[src/rtl/bdd_pkg.sv]
// Shared types, constants and small lookup functions for the binary decimal decoder.
// No dependencies; every other file in rtl refers to this package by scoped names.
package bdd_pkg;

  localparam int unsigned ByteW    = 8;
  localparam int unsigned LimbW    = 64;
  localparam int unsigned LimbIdxW = 2;
  localparam int unsigned ScaleW   = 7;
  localparam int unsigned WordW    = 32;
  localparam int unsigned MultW    = 30;
  localparam int unsigned CountW   = 6;
  localparam int unsigned GrpW     = 3;
  localparam int unsigned DigW     = 4;

  localparam int unsigned MaxPrecision      = 65;
  localparam int unsigned ValueLimbsDefault = 4;
  localparam int unsigned CmdDepthDefault   = 4;
  localparam int unsigned OutDepthDefault   = 2;

  localparam logic [MultW-1:0] GroupRadix = 30'd1000000000;
  localparam logic [ByteW-1:0] SignBit    = 8'h80;
  localparam logic [GrpW-1:0]  FullGroup  = 3'd4;

  typedef enum logic [1:0] {
    StOk        = 2'd0,
    StBadGroup  = 2'd1,
    StBadHeader = 2'd2
  } status_e;

  typedef enum logic [1:0] {
    PhPrec,
    PhScale,
    PhBody
  } phase_e;

  typedef enum logic [1:0] {
    BkIdle,
    BkMac,
    BkEmit
  } back_state_e;

  // One word from the parser to the arithmetic unit.
  typedef struct packed {
    logic              do_mac;
    logic              do_emit;
    logic [MultW-1:0]  mult;
    logic [WordW-1:0]  word;
    status_e           status;
    logic [ScaleW-1:0] scale;
    logic              neg;
  } cmd_t;

  typedef struct packed {
    logic [LimbW-1:0]    limb;
    logic [LimbIdxW-1:0] limb_index;
    logic [ScaleW-1:0]   scale;
    status_e             status;
    logic                last;
  } res_t;

  // Bytes taken by a partial group of the given digit count.
  function automatic logic [GrpW-1:0] group_len(input logic [DigW-1:0] digits);
    logic [GrpW-1:0] len;
    case (digits)
      4'd0:    len = 3'd0;
      4'd1:    len = 3'd1;
      4'd2:    len = 3'd1;
      4'd3:    len = 3'd2;
      4'd4:    len = 3'd2;
      4'd5:    len = 3'd3;
      4'd6:    len = 3'd3;
      default: len = 3'd4;
    endcase
    return len;
  endfunction

  function automatic logic [MultW-1:0] pow10(input logic [DigW-1:0] digits);
    logic [MultW-1:0] p;
    case (digits)
      4'd0:    p = 30'd1;
      4'd1:    p = 30'd10;
      4'd2:    p = 30'd100;
      4'd3:    p = 30'd1000;
      4'd4:    p = 30'd10000;
      4'd5:    p = 30'd100000;
      4'd6:    p = 30'd1000000;
      4'd7:    p = 30'd10000000;
      4'd8:    p = 30'd100000000;
      default: p = GroupRadix;
    endcase
    return p;
  endfunction

  // Quotient by nine through a reciprocal multiply; exact for every 7-bit value.
  function automatic logic [DigW-1:0] div9(input logic [ScaleW-1:0] v);
    logic [12:0] p;
    p = 13'(v) * 13'd57;
    return p[12:9];
  endfunction

  function automatic logic [DigW-1:0] mod9(input logic [ScaleW-1:0] v);
    logic [ScaleW-1:0] r;
    r = v - ScaleW'(div9(v)) * 7'd9;
    return r[DigW-1:0];
  endfunction

endpackage

[src/rtl/bdd_fifo.sv]
// Small first-in first-out buffer of register entries, used between the decoder stages.
// Depends on bdd_pkg for its default depth.
module bdd_fifo #(
  parameter int unsigned Width = 1,
  parameter int unsigned Depth = bdd_pkg::OutDepthDefault
) (
  input  logic             clk_i,
  input  logic             rst_ni,
  input  logic             push_i,
  input  logic [Width-1:0] wdata_i,
  output logic             full_o,
  input  logic             pop_i,
  output logic [Width-1:0] rdata_o,
  output logic             valid_o
);

  localparam int unsigned PtrW = $clog2(Depth);
  localparam int unsigned CntW = $clog2(Depth + 1);
  localparam logic [PtrW-1:0] LastPtr  = PtrW'(Depth - 1);
  localparam logic [CntW-1:0] DepthCnt = CntW'(Depth);

  logic [Width-1:0] mem_q [Depth];
  logic [PtrW-1:0]  wr_ptr_q, wr_ptr_d, rd_ptr_q, rd_ptr_d;
  logic [CntW-1:0]  count_q, count_d;
  logic             wr_en, rd_en;

  assign full_o  = (count_q == DepthCnt);
  assign valid_o = (count_q != '0);
  assign rdata_o = mem_q[rd_ptr_q];
  assign wr_en   = push_i && !full_o;
  assign rd_en   = pop_i && valid_o;

  always_comb begin
    wr_ptr_d = wr_ptr_q;
    rd_ptr_d = rd_ptr_q;
    count_d  = count_q;
    if (wr_en) begin
      wr_ptr_d = (wr_ptr_q == LastPtr) ? '0 : wr_ptr_q + 1'b1;
    end
    if (rd_en) begin
      rd_ptr_d = (rd_ptr_q == LastPtr) ? '0 : rd_ptr_q + 1'b1;
    end
    if (wr_en && !rd_en) begin
      count_d = count_q + 1'b1;
    end else if (rd_en && !wr_en) begin
      count_d = count_q - 1'b1;
    end
  end

  always_ff @(posedge clk_i or negedge rst_ni) begin
    if (!rst_ni) begin
      wr_ptr_q <= '0;
      rd_ptr_q <= '0;
      count_q  <= '0;
    end else begin
      wr_ptr_q <= wr_ptr_d;
      rd_ptr_q <= rd_ptr_d;
      count_q  <= count_d;
    end
  end

  always_ff @(posedge clk_i) begin
    if (wr_en) begin
      mem_q[wr_ptr_q] <= wdata_i;
    end
  end

endmodule

[src/rtl/bdd_front.sv]
// Byte parser: header checks, body layout, sign handling and group assembly.
// Depends on bdd_pkg; emits one command word per byte that completes a group or a decimal.
module bdd_front (
  input  logic                       clk_i,
  input  logic                       rst_ni,
  input  logic                       accept_i,
  input  logic [bdd_pkg::ByteW-1:0]  data_byte_i,
  output logic                       cmd_push_o,
  output bdd_pkg::cmd_t              cmd_o
);

  bdd_pkg::phase_e  phase_q, phase_d;
  bdd_pkg::status_e err_q, err_d;
  logic [bdd_pkg::ScaleW-1:0] prec_q, prec_d, scale_q, scale_d;
  logic [bdd_pkg::CountW-1:0] total_q, total_d, bytes_left_q, bytes_left_d;
  logic [bdd_pkg::GrpW-1:0]   grp_left_q, grp_left_d;
  logic [bdd_pkg::WordW-1:0]  group_word_q, group_word_d;
  logic [bdd_pkg::DigW-1:0]   lead_q, lead_d, trail_q, trail_d;
  logic                       neg_q, neg_d;

  // Header and layout.
  logic                       hdr_bad, prec_bad;
  logic [bdd_pkg::ScaleW-1:0] scale_v, diff_v;
  logic [bdd_pkg::DigW-1:0]   lead_v, trail_v;
  logic [4:0]                 qsum;
  logic [7:0]                 tot_w;
  logic [bdd_pkg::CountW-1:0] layout_total;

  // Body byte.
  logic                       first, neg_new, grp_start, grp_done, body_fin;
  logic                       is_lead, is_trail, is_full, group_bad;
  logic [bdd_pkg::ByteW-1:0]  body_byte;
  logic [bdd_pkg::GrpW-1:0]   len_start, grp_base, grp_left_new, len_end;
  logic [bdd_pkg::WordW-1:0]  gw_base, gw_new, word_ext;
  logic [bdd_pkg::CountW-1:0] bl_new, consumed;
  logic [bdd_pkg::MultW-1:0]  mult_end;
  bdd_pkg::status_e           err_new;
  logic                       clear_dec;

  assign prec_bad = (data_byte_i == '0) ||
                    (data_byte_i > bdd_pkg::ByteW'(bdd_pkg::MaxPrecision));
  assign hdr_bad  = (err_q == bdd_pkg::StBadHeader) || (data_byte_i > {1'b0, prec_q});

  assign scale_v = data_byte_i[bdd_pkg::ScaleW-1:0];
  assign diff_v  = prec_q - scale_v;
  assign lead_v  = bdd_pkg::mod9(diff_v);
  assign trail_v = bdd_pkg::mod9(scale_v);
  assign qsum    = 5'(bdd_pkg::div9(diff_v)) + 5'(bdd_pkg::div9(scale_v));
  assign tot_w   = {1'b0, qsum, 2'b00} + 8'(bdd_pkg::group_len(lead_v))
                   + 8'(bdd_pkg::group_len(trail_v));
  assign layout_total = tot_w[bdd_pkg::CountW-1:0];

  // The sign bit is flipped on the first body byte; negative values arrive complemented.
  assign first     = (bytes_left_q == total_q);
  assign neg_new   = first ? !data_byte_i[bdd_pkg::ByteW-1] : neg_q;
  assign body_byte = data_byte_i ^ (first ? bdd_pkg::SignBit : '0)
                     ^ {bdd_pkg::ByteW{neg_new}};

  always_comb begin
    if (first && lead_q != '0) begin
      len_start = bdd_pkg::group_len(lead_q);
    end else if (trail_q != '0 &&
                 bytes_left_q == bdd_pkg::CountW'(bdd_pkg::group_len(trail_q))) begin
      len_start = bdd_pkg::group_len(trail_q);
    end else begin
      len_start = bdd_pkg::FullGroup;
    end
  end

  assign grp_start    = (grp_left_q == '0);
  assign grp_base     = grp_start ? len_start : grp_left_q;
  assign gw_base      = grp_start ? '0 : group_word_q;
  assign gw_new       = {gw_base[bdd_pkg::WordW-bdd_pkg::ByteW-1:0], body_byte};
  assign grp_left_new = grp_base - 1'b1;
  assign bl_new       = bytes_left_q - 1'b1;
  assign grp_done     = (grp_left_new == '0);
  assign body_fin     = (bl_new == '0);
  assign consumed     = total_q - bl_new;

  assign is_lead  = (lead_q != '0) &&
                    (consumed == bdd_pkg::CountW'(bdd_pkg::group_len(lead_q)));
  assign is_trail = !is_lead && (trail_q != '0) && body_fin;
  assign is_full  = !is_lead && !is_trail;

  always_comb begin
    if (is_lead) begin
      len_end  = bdd_pkg::group_len(lead_q);
      mult_end = bdd_pkg::MultW'(1);
    end else if (is_trail) begin
      len_end  = bdd_pkg::group_len(trail_q);
      mult_end = bdd_pkg::pow10(trail_q);
    end else begin
      len_end  = bdd_pkg::FullGroup;
      mult_end = bdd_pkg::GroupRadix;
    end
  end

  // Partial groups are sign-extended from their own length.
  always_comb begin
    case (len_end)
      3'd1:    word_ext = {{24{gw_new[7]}}, gw_new[7:0]};
      3'd2:    word_ext = {{16{gw_new[15]}}, gw_new[15:0]};
      3'd3:    word_ext = {{8{gw_new[23]}}, gw_new[23:0]};
      default: word_ext = gw_new;
    endcase
  end

  assign group_bad = grp_done && is_full &&
                     (word_ext >= bdd_pkg::WordW'(bdd_pkg::GroupRadix));
  assign err_new   = (group_bad && err_q == bdd_pkg::StOk) ? bdd_pkg::StBadGroup : err_q;

  // Phase sequencing.
  always_comb begin
    phase_d = phase_q;
    if (accept_i) begin
      case (phase_q)
        bdd_pkg::PhScale: begin
          if (hdr_bad || layout_total == '0) begin
            phase_d = bdd_pkg::PhPrec;
          end else begin
            phase_d = bdd_pkg::PhBody;
          end
        end
        bdd_pkg::PhBody: begin
          if (body_fin) begin
            phase_d = bdd_pkg::PhPrec;
          end
        end
        default: phase_d = bdd_pkg::PhScale;
      endcase
    end
  end

  // Command word toward the arithmetic unit.
  always_comb begin
    cmd_o      = '0;
    cmd_push_o = 1'b0;
    if (phase_q == bdd_pkg::PhScale) begin
      cmd_o.do_emit = 1'b1;
      cmd_o.status  = bdd_pkg::StBadHeader;
      cmd_push_o    = accept_i && hdr_bad;
    end else begin
      cmd_o.do_mac  = grp_done;
      cmd_o.do_emit = body_fin;
      cmd_o.mult    = mult_end;
      cmd_o.word    = word_ext;
      cmd_o.status  = err_new;
      cmd_o.scale   = scale_q;
      cmd_o.neg     = neg_new;
      cmd_push_o    = accept_i && (phase_q == bdd_pkg::PhBody) && (grp_done || body_fin);
    end
  end

  // Parser registers.
  always_comb begin
    err_d        = err_q;
    prec_d       = prec_q;
    scale_d      = scale_q;
    total_d      = total_q;
    bytes_left_d = bytes_left_q;
    grp_left_d   = grp_left_q;
    group_word_d = group_word_q;
    lead_d       = lead_q;
    trail_d      = trail_q;
    neg_d        = neg_q;
    clear_dec    = 1'b0;
    if (accept_i) begin
      case (phase_q)
        bdd_pkg::PhScale: begin
          if (hdr_bad) begin
            clear_dec = 1'b1;
          end else begin
            scale_d      = scale_v;
            lead_d       = lead_v;
            trail_d      = trail_v;
            total_d      = layout_total;
            bytes_left_d = layout_total;
            grp_left_d   = '0;
            group_word_d = '0;
            neg_d        = 1'b0;
          end
        end
        bdd_pkg::PhBody: begin
          if (body_fin) begin
            clear_dec = 1'b1;
          end else begin
            neg_d        = neg_new;
            group_word_d = gw_new;
            grp_left_d   = grp_left_new;
            bytes_left_d = bl_new;
            err_d        = err_new;
          end
        end
        default: begin
          if (prec_bad) begin
            err_d  = bdd_pkg::StBadHeader;
            prec_d = '0;
          end else begin
            err_d  = bdd_pkg::StOk;
            prec_d = scale_v;
          end
        end
      endcase
    end
    if (clear_dec) begin
      err_d        = bdd_pkg::StOk;
      prec_d       = '0;
      scale_d      = '0;
      total_d      = '0;
      bytes_left_d = '0;
      grp_left_d   = '0;
      group_word_d = '0;
      lead_d       = '0;
      trail_d      = '0;
      neg_d        = 1'b0;
    end
  end

  always_ff @(posedge clk_i or negedge rst_ni) begin
    if (!rst_ni) begin
      phase_q      <= bdd_pkg::PhPrec;
      err_q        <= bdd_pkg::StOk;
      prec_q       <= '0;
      scale_q      <= '0;
      total_q      <= '0;
      bytes_left_q <= '0;
      grp_left_q   <= '0;
      group_word_q <= '0;
      lead_q       <= '0;
      trail_q      <= '0;
      neg_q        <= 1'b0;
    end else begin
      phase_q      <= phase_d;
      err_q        <= err_d;
      prec_q       <= prec_d;
      scale_q      <= scale_d;
      total_q      <= total_d;
      bytes_left_q <= bytes_left_d;
      grp_left_q   <= grp_left_d;
      group_word_q <= group_word_d;
      lead_q       <= lead_d;
      trail_q      <= trail_d;
      neg_q        <= neg_d;
    end
  end

endmodule

[src/rtl/bdd_back.sv]
// Arithmetic unit: multiply-accumulate into the wide value, one 32-bit slice per cycle,
// then limb output with optional negation. Depends on bdd_pkg for the command and result words.
module bdd_back #(
  parameter int unsigned ValueLimbs = bdd_pkg::ValueLimbsDefault
) (
  input  logic          clk_i,
  input  logic          rst_ni,
  input  logic          cmd_valid_i,
  input  bdd_pkg::cmd_t cmd_i,
  output logic          cmd_pop_o,
  input  logic          out_full_i,
  output logic          out_push_o,
  output bdd_pkg::res_t res_o
);

  localparam int unsigned AccW  = ValueLimbs * bdd_pkg::LimbW;
  localparam int unsigned StepW = $clog2(2 * ValueLimbs);
  localparam logic [StepW-1:0] MacLast  = StepW'(2 * ValueLimbs - 1);
  localparam logic [StepW-1:0] EmitLast = StepW'(ValueLimbs - 1);

  bdd_pkg::back_state_e state_q, state_d, cmd_state;
  bdd_pkg::status_e     status_q, status_d;
  logic [StepW-1:0]                step_q, step_d;
  logic [AccW-1:0]                 acc_q, acc_d;
  logic [bdd_pkg::WordW-1:0]       carry_q, carry_d;
  logic [bdd_pkg::MultW-1:0]       mult_q, mult_d;
  logic [bdd_pkg::ScaleW-1:0]      scale_q, scale_d;
  logic                            do_emit_q, do_emit_d, neg_q, neg_d, ncarry_q, ncarry_d;

  logic                            mac_last, emit_last, emit_go, take;
  logic [61:0]                     prod;
  logic [62:0]                     mac_sum;
  logic [bdd_pkg::LimbW-1:0]       neg_limb, limb_val;

  assign mac_last  = (step_q == MacLast);
  assign emit_last = (step_q == EmitLast);
  assign emit_go   = (state_q == bdd_pkg::BkEmit) && !out_full_i;
  assign take      = cmd_valid_i &&
                     ((state_q == bdd_pkg::BkIdle) ||
                      (state_q == bdd_pkg::BkMac && mac_last && !do_emit_q) ||
                      (emit_go && emit_last));
  assign cmd_state = cmd_i.do_mac  ? bdd_pkg::BkMac  :
                     cmd_i.do_emit ? bdd_pkg::BkEmit : bdd_pkg::BkIdle;

  // Low slice times the multiplier plus the running carry; the first carry is the group word.
  assign prod     = 62'(acc_q[bdd_pkg::WordW-1:0]) * 62'(mult_q);
  assign mac_sum  = {1'b0, prod} + 63'(carry_q);
  assign neg_limb = ~acc_q[bdd_pkg::LimbW-1:0] + bdd_pkg::LimbW'(ncarry_q);
  assign limb_val = neg_q ? neg_limb : acc_q[bdd_pkg::LimbW-1:0];

  always_comb begin
    state_d = state_q;
    case (state_q)
      bdd_pkg::BkIdle: begin
        if (take) begin
          state_d = cmd_state;
        end
      end
      bdd_pkg::BkMac: begin
        if (mac_last) begin
          if (do_emit_q) begin
            state_d = bdd_pkg::BkEmit;
          end else if (take) begin
            state_d = cmd_state;
          end else begin
            state_d = bdd_pkg::BkIdle;
          end
        end
      end
      bdd_pkg::BkEmit: begin
        if (emit_go && emit_last) begin
          state_d = take ? cmd_state : bdd_pkg::BkIdle;
        end
      end
      default: state_d = bdd_pkg::BkIdle;
    endcase
  end

  always_comb begin
    cmd_pop_o        = take;
    out_push_o       = emit_go;
    res_o.limb       = (status_q == bdd_pkg::StOk) ? limb_val : '0;
    res_o.limb_index = bdd_pkg::LimbIdxW'(step_q);
    res_o.scale      = scale_q;
    res_o.status     = status_q;
    res_o.last       = emit_last;
  end

  always_comb begin
    step_d    = step_q;
    acc_d     = acc_q;
    carry_d   = carry_q;
    mult_d    = mult_q;
    do_emit_d = do_emit_q;
    status_d  = status_q;
    scale_d   = scale_q;
    neg_d     = neg_q;
    ncarry_d  = ncarry_q;
    if (state_q == bdd_pkg::BkMac) begin
      // The value rotates down one slice per step and is back in place after the last one.
      acc_d   = {mac_sum[bdd_pkg::WordW-1:0], acc_q[AccW-1:bdd_pkg::WordW]};
      carry_d = {1'b0, mac_sum[62:bdd_pkg::WordW]};
      step_d  = mac_last ? '0 : step_q + 1'b1;
    end
    if (emit_go) begin
      // Shifting zeros in leaves the value cleared for the next decimal.
      acc_d    = AccW'(acc_q >> bdd_pkg::LimbW);
      ncarry_d = ncarry_q && (neg_limb == '0);
      step_d   = emit_last ? '0 : step_q + 1'b1;
    end
    if (take) begin
      mult_d    = cmd_i.mult;
      carry_d   = cmd_i.word;
      do_emit_d = cmd_i.do_emit;
      status_d  = cmd_i.status;
      scale_d   = cmd_i.scale;
      neg_d     = cmd_i.neg;
      ncarry_d  = 1'b1;
    end
  end

  always_ff @(posedge clk_i or negedge rst_ni) begin
    if (!rst_ni) begin
      state_q   <= bdd_pkg::BkIdle;
      step_q    <= '0;
      acc_q     <= '0;
      do_emit_q <= 1'b0;
      ncarry_q  <= 1'b1;
    end else begin
      state_q   <= state_d;
      step_q    <= step_d;
      acc_q     <= acc_d;
      do_emit_q <= do_emit_d;
      ncarry_q  <= ncarry_d;
    end
  end

  always_ff @(posedge clk_i) begin
    carry_q  <= carry_d;
    mult_q   <= mult_d;
    status_q <= status_d;
    scale_q  <= scale_d;
    neg_q    <= neg_d;
  end

endmodule

[src/rtl/binary_decimal_decode_top.sv]
// Top level of the binary decimal decoder: parser, command queue, arithmetic unit, result queue.
// Depends on bdd_pkg, bdd_front, bdd_fifo and bdd_back.
//
//   channel   direction  handshake            payload
//   bytes     in         push / full          data_byte_i
//   results   out        empty / pop          limb_o, limb_index_o, scale_out_o, status_o, last_o
//
// The parser takes one byte per cycle while the command queue has room.
// Each completed group is multiplied into the value in the arithmetic unit (one 32x30 multiply
// per cycle); each decimal then writes its limbs, one per cycle while the result queue has room.
// Reset is asynchronous and active low; the block is ready as soon as reset is released.
// A stalled result queue backs up into the command queue and then raises full.
module binary_decimal_decode_top #(
  parameter int unsigned ValueLimbs = bdd_pkg::ValueLimbsDefault,
  parameter int unsigned CmdDepth   = bdd_pkg::CmdDepthDefault,
  parameter int unsigned OutDepth   = bdd_pkg::OutDepthDefault
) (
  input  logic                          clk_i,
  input  logic                          rst_ni,
  input  logic                          push,
  output logic                          full,
  input  logic [bdd_pkg::ByteW-1:0]     data_byte_i,
  output logic                          empty,
  input  logic                          pop,
  output logic [bdd_pkg::LimbW-1:0]     limb_o,
  output logic [bdd_pkg::LimbIdxW-1:0]  limb_index_o,
  output logic [bdd_pkg::ScaleW-1:0]    scale_out_o,
  output logic [1:0]                    status_o,
  output logic                          last_o
);

  localparam int unsigned CmdW = $bits(bdd_pkg::cmd_t);
  localparam int unsigned ResW = $bits(bdd_pkg::res_t);

  bdd_pkg::cmd_t front_cmd, back_cmd;
  bdd_pkg::res_t back_res, out_res;
  logic          accept, cmd_push, cmd_valid, cmd_pop;
  logic          out_push, out_full, out_valid;
  logic [CmdW-1:0] cmd_rdata;
  logic [ResW-1:0] out_rdata;

  assign accept   = push && !full;
  assign back_cmd = cmd_rdata;
  assign out_res  = out_rdata;

  bdd_front u_front (
    .clk_i       (clk_i),
    .rst_ni      (rst_ni),
    .accept_i    (accept),
    .data_byte_i (data_byte_i),
    .cmd_push_o  (cmd_push),
    .cmd_o       (front_cmd)
  );

  bdd_fifo #(
    .Width (CmdW),
    .Depth (CmdDepth)
  ) u_cmd_q (
    .clk_i   (clk_i),
    .rst_ni  (rst_ni),
    .push_i  (cmd_push),
    .wdata_i (front_cmd),
    .full_o  (full),
    .pop_i   (cmd_pop),
    .rdata_o (cmd_rdata),
    .valid_o (cmd_valid)
  );

  bdd_back #(
    .ValueLimbs (ValueLimbs)
  ) u_back (
    .clk_i       (clk_i),
    .rst_ni      (rst_ni),
    .cmd_valid_i (cmd_valid),
    .cmd_i       (back_cmd),
    .cmd_pop_o   (cmd_pop),
    .out_full_i  (out_full),
    .out_push_o  (out_push),
    .res_o       (back_res)
  );

  bdd_fifo #(
    .Width (ResW),
    .Depth (OutDepth)
  ) u_out_q (
    .clk_i   (clk_i),
    .rst_ni  (rst_ni),
    .push_i  (out_push),
    .wdata_i (back_res),
    .full_o  (out_full),
    .pop_i   (pop),
    .rdata_o (out_rdata),
    .valid_o (out_valid)
  );

  assign empty        = !out_valid;
  assign limb_o       = out_res.limb;
  assign limb_index_o = out_res.limb_index;
  assign scale_out_o  = out_res.scale;
  assign status_o     = out_res.status;
  assign last_o       = out_res.last;

  // A decimal with an error status never shows a value.
  a_err_limb_zero: assert property (@(posedge clk_i) disable iff (!rst_ni)
    (!empty && status_o != bdd_pkg::StOk) |-> (limb_o == '0))
    else $error("limb is nonzero on a word with an error status");

  // A rejected header reports no scale.
  a_hdr_scale_zero: assert property (@(posedge clk_i) disable iff (!rst_ni)
    (!empty && status_o == bdd_pkg::StBadHeader) |-> (scale_out_o == '0))
    else $error("scale is nonzero on a word with a header error");

  // The last marker sits on the most significant limb and nowhere else.
  a_last_on_top_limb: assert property (@(posedge clk_i) disable iff (!rst_ni)
    !empty |-> (last_o == (limb_index_o == bdd_pkg::LimbIdxW'(ValueLimbs - 1))))
    else $error("last marker does not match the limb index");

  // The arithmetic unit only takes a command that the queue holds.
  a_cmd_pop_valid: assert property (@(posedge clk_i) disable iff (!rst_ni)
    cmd_pop |-> cmd_valid)
    else $error("command taken from an empty queue");

endmodule

[config.mk]
export PLATFORM = sky130hd
export DESIGN_NAME = binary_decimal_decode_top
export DESIGN_NICKNAME = d
export VERILOG_FILES = /design/src/rtl/bdd_pkg.sv /design/src/rtl/bdd_fifo.sv /design/src/rtl/bdd_front.sv /design/src/rtl/bdd_back.sv /design/src/rtl/binary_decimal_decode_top.sv
export SDC_FILE = /design/constraint.sdc
export NUM_CORES = 2
export LEC_CHECK = 0
export BUFFER_PORTS_ARGS = -buffer_cell sky130_fd_sc_hd__buf_2
export CORE_UTILIZATION = 64
export DETAILED_ROUTE_END_ITERATION = 16
export PLACE_DENSITY = 0.77
export SLEW_MARGIN = 20
export SYNTH_ARGS = -nofsm -noshare
export SYNTH_HDL_FRONTEND = slang
export SYNTH_SLANG_ARGS = --single-unit
[constraint.sdc]
create_clock -name clk_i -period 12.1 [get_ports clk_i]
set_input_delay 0 -clock clk_i [delete_from_list [all_inputs] [get_ports clk_i]]
set_output_delay 0 -clock clk_i [all_outputs]
set_load 0.01 [all_outputs]
==> impl_summary.txt <==
----------------------------------------------------
[Floorplanning]
  Number of primary I/O pins ... 90
  Die Height ... 332 µm
  Floorplan Core Area ... 0.107 mm²
  Total die area ... 0.110 mm²
  Die width ... 332 µm
  Initial cell density of the core ... 64.8%
  Standard-cell rows ... 120

[Timing]
  Unrepaired setup endpoints after global routing ... false
  Number of pins exceeding their max-slew limit in the final report ... 0
  Endpoints failing setup ... 0
  Final setup skew ... 46.6 ps
  Sum of negative setup slack ... 0 ps
  Actual transition at the worst max-transition pin ... 1110 ps
  Period minus WS final ... 9430 ps
  Achievable frequency ... 0.106 GHz
  Headroom to the max-slew limit ... 25.9%
  Hold violation count in the final report ... 0
  Crit share post-route ... 78.0%

[Clock tree]
  Clock insertion delay at the later pin of the skew report ... 670 ps
  Count of cells resized by post-cts repair ... 0
  Total CTS buffers ... 81
  CTS tree ... built
  Clock tree buffer depth ... 3
  Root Buffer Master ... sky130_fd_sc_hd__clkbuf_16
  Number of setup buffers added after CTS ... 0
  Worst-path clk slew ... 60 ps
  Number of levels in the clock H-tree ... 3
  Clock Sink Count ... 825

[GRT]
  Via count of the first global-routing pass ... 49707
  Overall global routing resource usage ... 33.2%
  Largest net degree at the start of global routing ... 204
  Total congestion overflow ... 0
  Number of antenna violations at the first check in global routing ... 7
  Wire length of the first global-routing pass ... 282000 µm

[Synthesis]
  EDFF count, synth ... 485
  Leading cell type by number of instances after synthesis ... sky130_fd_sc_hd__nand2_1
  Cell Area, Synth ... 0.0695 mm²
  Cell taking the most area after synthesis ... sky130_fd_sc_hd__fa_1
  Share of synthesized registers carrying an async set or reset ... 41.2%
  Area share of the largest cell type after synthesis ... 25.5%
  Number of cells produced by synthesis ... 6629
  Sequential element share of the synthesized area ... 33.2%
  Synth area leaders ... sky130_fd_sc_hd__fa_1 26%, sky130_fd_sc_hd__edfxtp_1 21%, sky130_fd_sc_hd__dfrtp_1 12%
  Number of different library cells in the post-synthesis netlist ... 80
  Dominant register cell in the synthesized netlist ... sky130_fd_sc_hd__edfxtp_1
  Mean Syn Cell Area ... 10.5 µm²
  Net count of the mapped netlist ... 7897
  Count of warnings emitted by yosys ... 0
  Post-synthesis register bit count ... 825
  Most used standard cells in the synthesized netlist ... 1108 x sky130_fd_sc_hd__nand2_1, 1010 x sky130_fd_sc_hd__inv_1, 887 x sky130_fd_sc_hd__fa_1

[Critical path]
  CP max FO ... 32
  CP arrival ... 9960 ps
  Highest cell delay on the worst timing path ... 1080 ps
  Category of the critical setup timing path ... register to register
  Type of element capturing the critical path ... register
  CP max stage cell ... sky130_fd_sc_hd__edfxtp_1
  Number of cells on the worst reg-to-reg path ... 23
  Crit path buffers/inverters ... 5
  Kind of cell adding the most delay to the critical path ... adder cells
  Library cell appearing most often on the critical path ... sky130_fd_sc_hd__fa_1
  Chain of cells forming the critical path ... nand2_1 > inv_1 > fa_1 > inv_1 > fa_1 > fa_1 > fa_1 > fa_1 > fa_1 > inv_1 > fa_1 > inv_1 > fa_1 > inv_1 > ha_1 > nand4_1 > or2_2 > o41ai_1 > a2111oi_0 > a211oi_1 > o311ai_0 > a21o_1 > a31oi_1
  Worst reg-to-reg setup slack ... 2670 ps
  Worst setup SP type ... register
  Stages on worst setup path ... 23
  Required time of the critical path ... 12630 ps

[Detailed routing]
  Length of routed wiring on met1 ... 71100 µm
  Average via count per standard cell ... 6.07
  Met3 routed WL ... 16100 µm
  Total number of vias ... 48505
  DRT antenna net count ... 0
  Total wire length after detailed routing ... 177000 µm
  Starting DRC count in detailed routing ... 5205
  Routed length per instance ... 22.2 µm
  Top layer reached by signal wires ... met5
  DRC Markers ... 0
  Count of TritonRoute iterations in the first routing pass ... 8
  Wire length on met2 ... 83300 µm

[Min path]
  Number of cells traversed by the worst hold path ... 3
  Min-Delay Path Class ... primary input to register

[Place]
  Port Buffer Count ... 89
  Routability Congestion ... 0.982
  Sum of net half-perimeters after detailed placement ... 133000 µm

[Flow run]
  Max Cap Viol ... 0

[Status]
  Outcome ... finished, final reports clean

[Final layout]
  Filler cell count in the final layout ... 7862
  Signed area change from the synthesized netlist to the final layout ... 6.28%
  Net count, final ... 7785
  Fraction of final layout cells with drive strength greater than 1 ... 7.61%

----------------------------------------------------
[area by class of cell]
| cell class | instances | area, µm² | area share [%] |
|---|---|---|---|
| multi-input combinational | 4409 | 41300 | 55.8 |
| timing repair buffer | 189 | 1280 | 1.73 |
| clock buffer | 95 | 2120 | 2.87 |
| inverter | 1011 | 3800 | 5.14 |
| antenna | 3 | 7.51 | 0.0102 |
| sequential | 825 | 23100 | 31.2 |
| clock inverter | 56 | 603 | 0.816 |
| tap | 1403 | 1760 | 2.38 |
[cells in the final DEF, fill, tap and decap left out, types with 26 or more instances in the layout]
cell / n
sky130_fd_sc_hd__fa_1: 887
sky130_fd_sc_hd__nor2b_1: 31
sky130_fd_sc_hd__mux4_2: 67
sky130_fd_sc_hd__clkbuf_16: 81
sky130_fd_sc_hd__xor2_1: 129
sky130_fd_sc_hd__nor2_1: 204
sky130_fd_sc_hd__o31ai_1: 37
sky130_fd_sc_hd__xnor2_1: 84
sky130_fd_sc_hd__nand4_1: 35
sky130_fd_sc_hd__nand3_1: 53
sky130_fd_sc_hd__buf_4: 82
sky130_fd_sc_hd__dfrtp_1: 336
sky130_fd_sc_hd__nand2_1: 1108
sky130_fd_sc_hd__a22oi_1: 195
sky130_fd_sc_hd__buf_2: 88
sky130_fd_sc_hd__a21oi_1: 143
sky130_fd_sc_hd__and2_1: 323
sky130_fd_sc_hd__inv_1: 1009
sky130_fd_sc_hd__edfxtp_1: 485
sky130_fd_sc_hd__mux2_2: 84
sky130_fd_sc_hd__a21o_1: 54
sky130_fd_sc_hd__a22o_1: 26
sky130_fd_sc_hd__ha_1: 368
sky130_fd_sc_hd__nor3_1: 59
sky130_fd_sc_hd__o21ai_0: 169
[per-layer routing]
metal / vias to the layer above / track usage [%]
met4: 4 / 11.5
met1: 24575 / 46.7
met5: - / 0
li1: 21242 / -
met2: 2322 / 52.5
met3: 362 / 5.76
[worst paths after layout]
path | to | startpoint
worst min register to register | u_out_q.mem_q[0][7]$_DFFE_PP_ | u_back.scale_q[4]$_DFFE_PP_
min in group asynchronous | u_front.prec_q[2]$_DFFE_PN0P_ | rst_ni
worst max register to register | u_back.carry_q[30]$_DFFE_PP_ | u_back.mult_q[28]$_DFFE_PP_
worst min-delay path | u_front.prec_q[1]$_DFFE_PN0P_ | data_byte_i[1]
max in group asynchronous | u_front.group_word_q[17]$_DFFE_PN0P_ | rst_ni
worst max-delay path | u_back.carry_q[30]$_DFFE_PP_ | u_back.mult_q[28]$_DFFE_PP_
[through the flow]
stage	setup slack, ps	utilization (%)	hold slack [ps]	instance area, µm²	std cells
floorplan	3690	-	-296	69500	6629
global placement	2930	66.1	106	71000	7821
detailed placement	2720	66.1	113	71000	7821
CTS	2680	68.8	202	73900	7986
global route	2120	68.8	252	73900	7988
finish	2670	68.8	239	73900	7991
[registers in the layout, indices dropped and copies added (netlist names), 3 cells and up]
signal,cells
u_front.scale_q,7
u_back.mult_q,23
u_cmd_q.count_q,3
u_back.acc_q,256
u_back.scale_q,7
u_front.lead_q,4
u_back.carry_q,32
u_front.prec_q,7
u_back.step_q,3
u_front.total_q,6
u_front.group_word_q,24
u_front.trail_q,4
u_cmd_q.mem_q,268
u_front.bytes_left_q,6
u_front.grp_left_q,3
u_out_q.mem_q,152
[worst reg2reg max path, delay by kind of cell (launching register included)]
family	cells	cell delay (ps)
simple gates	3	890
buf+inv	5	560
fa+ha+maj	9	4380
flops	1	1080
compound gates	6	2390
[cell families (layout without fill, tap and decap cells)]
kind of cell | count (synthesis) | in the layout | synth area share, %
mux | 161 | 161 | 3.67
simple gates | 1974 | 1974 | 13.0
compound gates | 804 | 804 | 7.74
fa+ha+maj | 1257 | 1257 | 32.2
xor+xnor | 213 | 213 | 2.68
flops | 825 | 825 | 33.2
other cells | 0 | 3 | 0
buf+inv | 1395 | 1351 | 7.58
[what timing repair did]
item	in CTS	in global routing
hold buffers	14	0
setup endpoints to repair	0	0
endpoints found under the hold margin	125	0
Power is not shown: default switching activity piles up to over one toggle a cycle in this logic, so the estimate is an artifact.
